**config.mk**
```make
export PLATFORM = sky130hd
export DESIGN_NAME = tte_addr_unit
export DESIGN_NICKNAME = d
export VERILOG_FILES = /design/src/sv/tte_pkg.sv /design/src/sv/tte_addr_unit.sv
export SDC_FILE = /design/constraint.sdc
export NUM_CORES = 1
export LEC_CHECK = 0
export ABC_AREA = 1
export BUFFER_PORTS_ARGS = -buffer_cell sky130_fd_sc_hd__buf_2
export CAP_MARGIN = 10
export CORE_MARGIN = 3
export CORE_UTILIZATION = 50
export DETAILED_ROUTE_END_ITERATION = 6
export PLACE_DENSITY = 0.91
export SLEW_MARGIN = 0
export SYNTH_ARGS = -nofsm -noshare
export SYNTH_HDL_FRONTEND = slang
export SYNTH_SLANG_ARGS = --single-unit
```
**constraint.sdc**
```tcl
create_clock -name vclk -period 3.42
set_input_delay 0.513 -clock vclk [all_inputs]
set_output_delay 0.513 -clock vclk [all_outputs]
set_load 0.05 [all_outputs]
```
**src/sv/tte_pkg.sv**
```systemverilog
// ----------------------------------------------------------------------------
// tte_pkg
// Shared geometry, character codes and transaction types for the text
// terminal engine.
// ----------------------------------------------------------------------------
`timescale 1ns / 1ps
`default_nettype none

package tte_pkg;

    // Screen geometry
    localparam int COLUMNS = 80;
    localparam int ROWS    = 25;
    localparam int CELLS   = COLUMNS * ROWS;

    // Cell address / linear location width: holds CELLS itself and any 11-bit index
    localparam int ADDR_W = ($clog2(CELLS + 1) > 11) ? $clog2(CELLS + 1) : 11;
    // Store index width
    localparam int IDX_W  = $clog2(CELLS);
    localparam int ROW_W  = $clog2(ROWS);
    localparam int COL_W  = $clog2(COLUMNS);

    // Character codes
    localparam logic [7:0] CH_NEWLINE   = 8'd10;
    localparam logic [7:0] CH_BACKSPACE = 8'd8;
    localparam logic [7:0] CH_SPACE     = 8'h20;
    localparam logic [7:0] RESET_ATTR   = 8'h07;

    // Opcodes
    localparam logic OP_PUT  = 1'b0;
    localparam logic OP_READ = 1'b1;

    typedef struct packed {
        logic        opcode;
        logic [7:0]  char_code;
        logic [10:0] cell_index;
    } t_in_item;

    typedef struct packed {
        logic [10:0] cursor_pos;
        logic [15:0] cell_entry;
    } t_out_item;

    // Request to the shared address unit
    typedef struct packed {
        logic [ADDR_W-1:0] a;
        logic [ADDR_W-1:0] b;
        logic              sub;
    } t_alu_req;

endpackage

`default_nettype wire

```
**src/sv/tte_addr_unit.sv**
```systemverilog
// ----------------------------------------------------------------------------
// tte_addr_unit
// Shared add/subtract with an in-range compare against the store size.
// ----------------------------------------------------------------------------
`timescale 1ns / 1ps
`default_nettype none

module tte_addr_unit (
    input  wire tte_pkg::t_alu_req          i_req,
    output logic [tte_pkg::ADDR_W-1:0]      o_res,
    output logic                            o_lt
);

    always_comb begin
        if (i_req.sub) begin
            o_res = i_req.a - i_req.b;
        end else begin
            o_res = i_req.a + i_req.b;
        end
        o_lt = (o_res < tte_pkg::ADDR_W'(tte_pkg::CELLS));
    end

endmodule

`default_nettype wire

```
==> flow_summary.toml <==
[status]
status = "finished, final reports clean"

[worst_setup_path]
required_ps = 2910
cp_num_buf_inv = 5
worstPathArrival_ps = 2660
crit_fanout = 5
end_kind = "output port"
critPathKind = "in2out"
path_cells = "buf_2, inv_1, ha_1, nand3_1, nand2_2, o21ai_0, xor2_1, inv_1, ha_1, nand2_1, inv_1, a21oi_1, nand3_1, nand2_1, nand2_2, nor2_4, nand3_2, clkbuf_4"
cp.depth = 18
critPathTopFamily = "simple AND/OR/NAND/NOR gates"
slowest_stage = "ha_1"
cp_common_cell = "inv_1"
crit_end = "o_lt"
crit_path_max_incr_delay_ps = 330
start_kind = "primary input"
startpoint = "i_req[2]"

[synthesis]
avgSynthCellArea_um2 = 5.56
synth_top_area_cell = "nand2_1"
ys_types = 23
yosysMostFrequentCell = "nand2_1"
synth_common_cells = "nand2_1 (44), inv_1 (35), nor2_1 (13)"
ys_warn_count = 0
synth_seq_area_share_pct = 0
synth_area_um2 = 933
synth_area_leaders = "nand2_1 (18%), ha_1 (15%), inv_1 (14%)"
syn_nets = 203
yosysTopAreaCellShare_pct = 17.7
synth_cells = 168

[finish]
finalNetCount = 240
drive_gt1_share_pct = 31.0
area.sequential_um2 = 0
antennaDiodeCount = 0
seq_cells = 0
areaGrowthSynthToFinish_pct = 22.5
nClkBuffers = 0

[power_and_ir_drop]
cellPowerDensity_nw_per_um2 = 350
p_leak_uw = 0.000726
ir_drop_v = 0.000172
p_total_uw = 401

[sta]
fin_crit_ps = 3170
setup_viol = 0
whs_ps = 1470
tightestPinTransition_ps = 382
final_hold_viol_count = 0
slew_violations = 0
slew_headroom_pct = 74.3
rsz0062_at_grt = "no"
fin_crit_sh_pct = 92.6
fmax_ghz = 0.316
tns_ps = 0

[floorplan]
fp.coreArea_um2 = 1630
placementRows = 14
die_w_um = 49.2
start_util_pct = 57.3
die-area_um2 = 2420
chipHeight_um = 49.2
io_pins = 35

[detailed_routing]
drcViolationCount = 0
drtIter0Drc = 13
postRouteAntennaNets = 0
routed-via-count = 1074
viasPerCell = 4.73
wl_um = 2020
drt-wirelength-per-cell_um = 8.91
dr.pass1.iters = 4

[global_route]
antenna_found_initial = 0
grt_max_degree = 8
grt_pass1_vias = 917
grt_first_pass_wirelength_um = 3380
gr-usage-all-layers_pct = 16.3
overflow = 0

[placed_design]
portBuffers = 35
hpwl_um = 1900
place_congestion = 0.863

[run]
cap_violations = 0

[worst_hold_path]
hold_class = "in2out"
## layout make-up
cell class,count,area [µm²]
multi-input cells,128,786
fillers,155,485
repair buffers,35,178
inverters,40,150
well taps,24,30.0
## worst min-delay path by stage
stage	from	endpoint	slack, ps	depth (start not counted)
2_1_floorplan	i_req[1]	o_res[0]	1320	2
3_3_place_gp	i_req[1]	o_res[0]	1460	4
3_5_place_dp	i_req[1]	o_res[0]	1470	4
4_1_cts	i_req[1]	o_res[0]	1470	4
5_1_grt	i_req[1]	o_res[0]	1510	4
6_report	i_req[1]	o_res[0]	1470	4
## cell families after synthesis
| kind of cell | Yosys count | synth area share [%] |
|---|---|---|
| buffers and inverters | 40 | 16.1 |
| XOR/XNOR | 12 | 12.1 |
| AND/OR/NAND/NOR | 93 | 47.9 |
| adder cells (fa/ha/maj) | 12 | 16.9 |
| AO/OA/AOI/OAI | 11 | 7.11 |
## power by group
group / switching, µW / internal [µW]
logic: 284 / 116
clock network: 0 / 0
registers: 0 / 0
## routing by layer
layer | global-route usage [%] | wire (µm) | vias to the layer above
met1 | 19.9 | 902 | 459
met3 | 0 | 81 | 4
met4 | 2.37 | 25 | 0
met2 | 31.9 | 1010 | 25
li1 | - | - | 586
met5 | 0 | 0 | -
## metrics by stage
stage,worst slack (ps),cells,util [%],instance area [µm²]
finish,252,227,70.2,1140
global route,1.76,227,70.2,1140
CTS,202,227,69.9,1140
global placement,268,227,69.9,1140
floorplan,168,168,-,933
detailed placement,207,227,69.9,1140
## repair_timing
action                                  4_1_cts  5_1_grt
endpoints found under the setup margin        0        1
hold buffers                                  0        0
hold endpoints to repair                      0        0
buffers inserted                              0        0
resized for setup                             0        2
## placed cells by master (no fill, tap or decap)
cell / Yosys / layout
nand2_1: 44 / 43
inv_1: 35 / 35
buf_2: 0 / 34
nor2_1: 13 / 13
nand3_1: 12 / 12
nand2_2: 11 / 12
ha_1: 11 / 11
xor2_1: 10 / 10
inv_2: 5 / 5
a21oi_1: 4 / 4
nand3_2: 4 / 4
o21ai_0: 3 / 3
nor2_2: 3 / 3
nand3b_1: 2 / 2
nand4_1: 2 / 2
xnor2_1: 1 / 1
or2_1: 1 / 1
xor2_2: 1 / 1
a21oi_2: 1 / 1
o21ai_2: 1 / 1
a31oi_1: 1 / 1
o21bai_1: 1 / 1
nor2_4: 1 / 1
fa_1: 1 / 1
clkbuf_4: 0 / 1
Power figures use the tool's default switching activity.
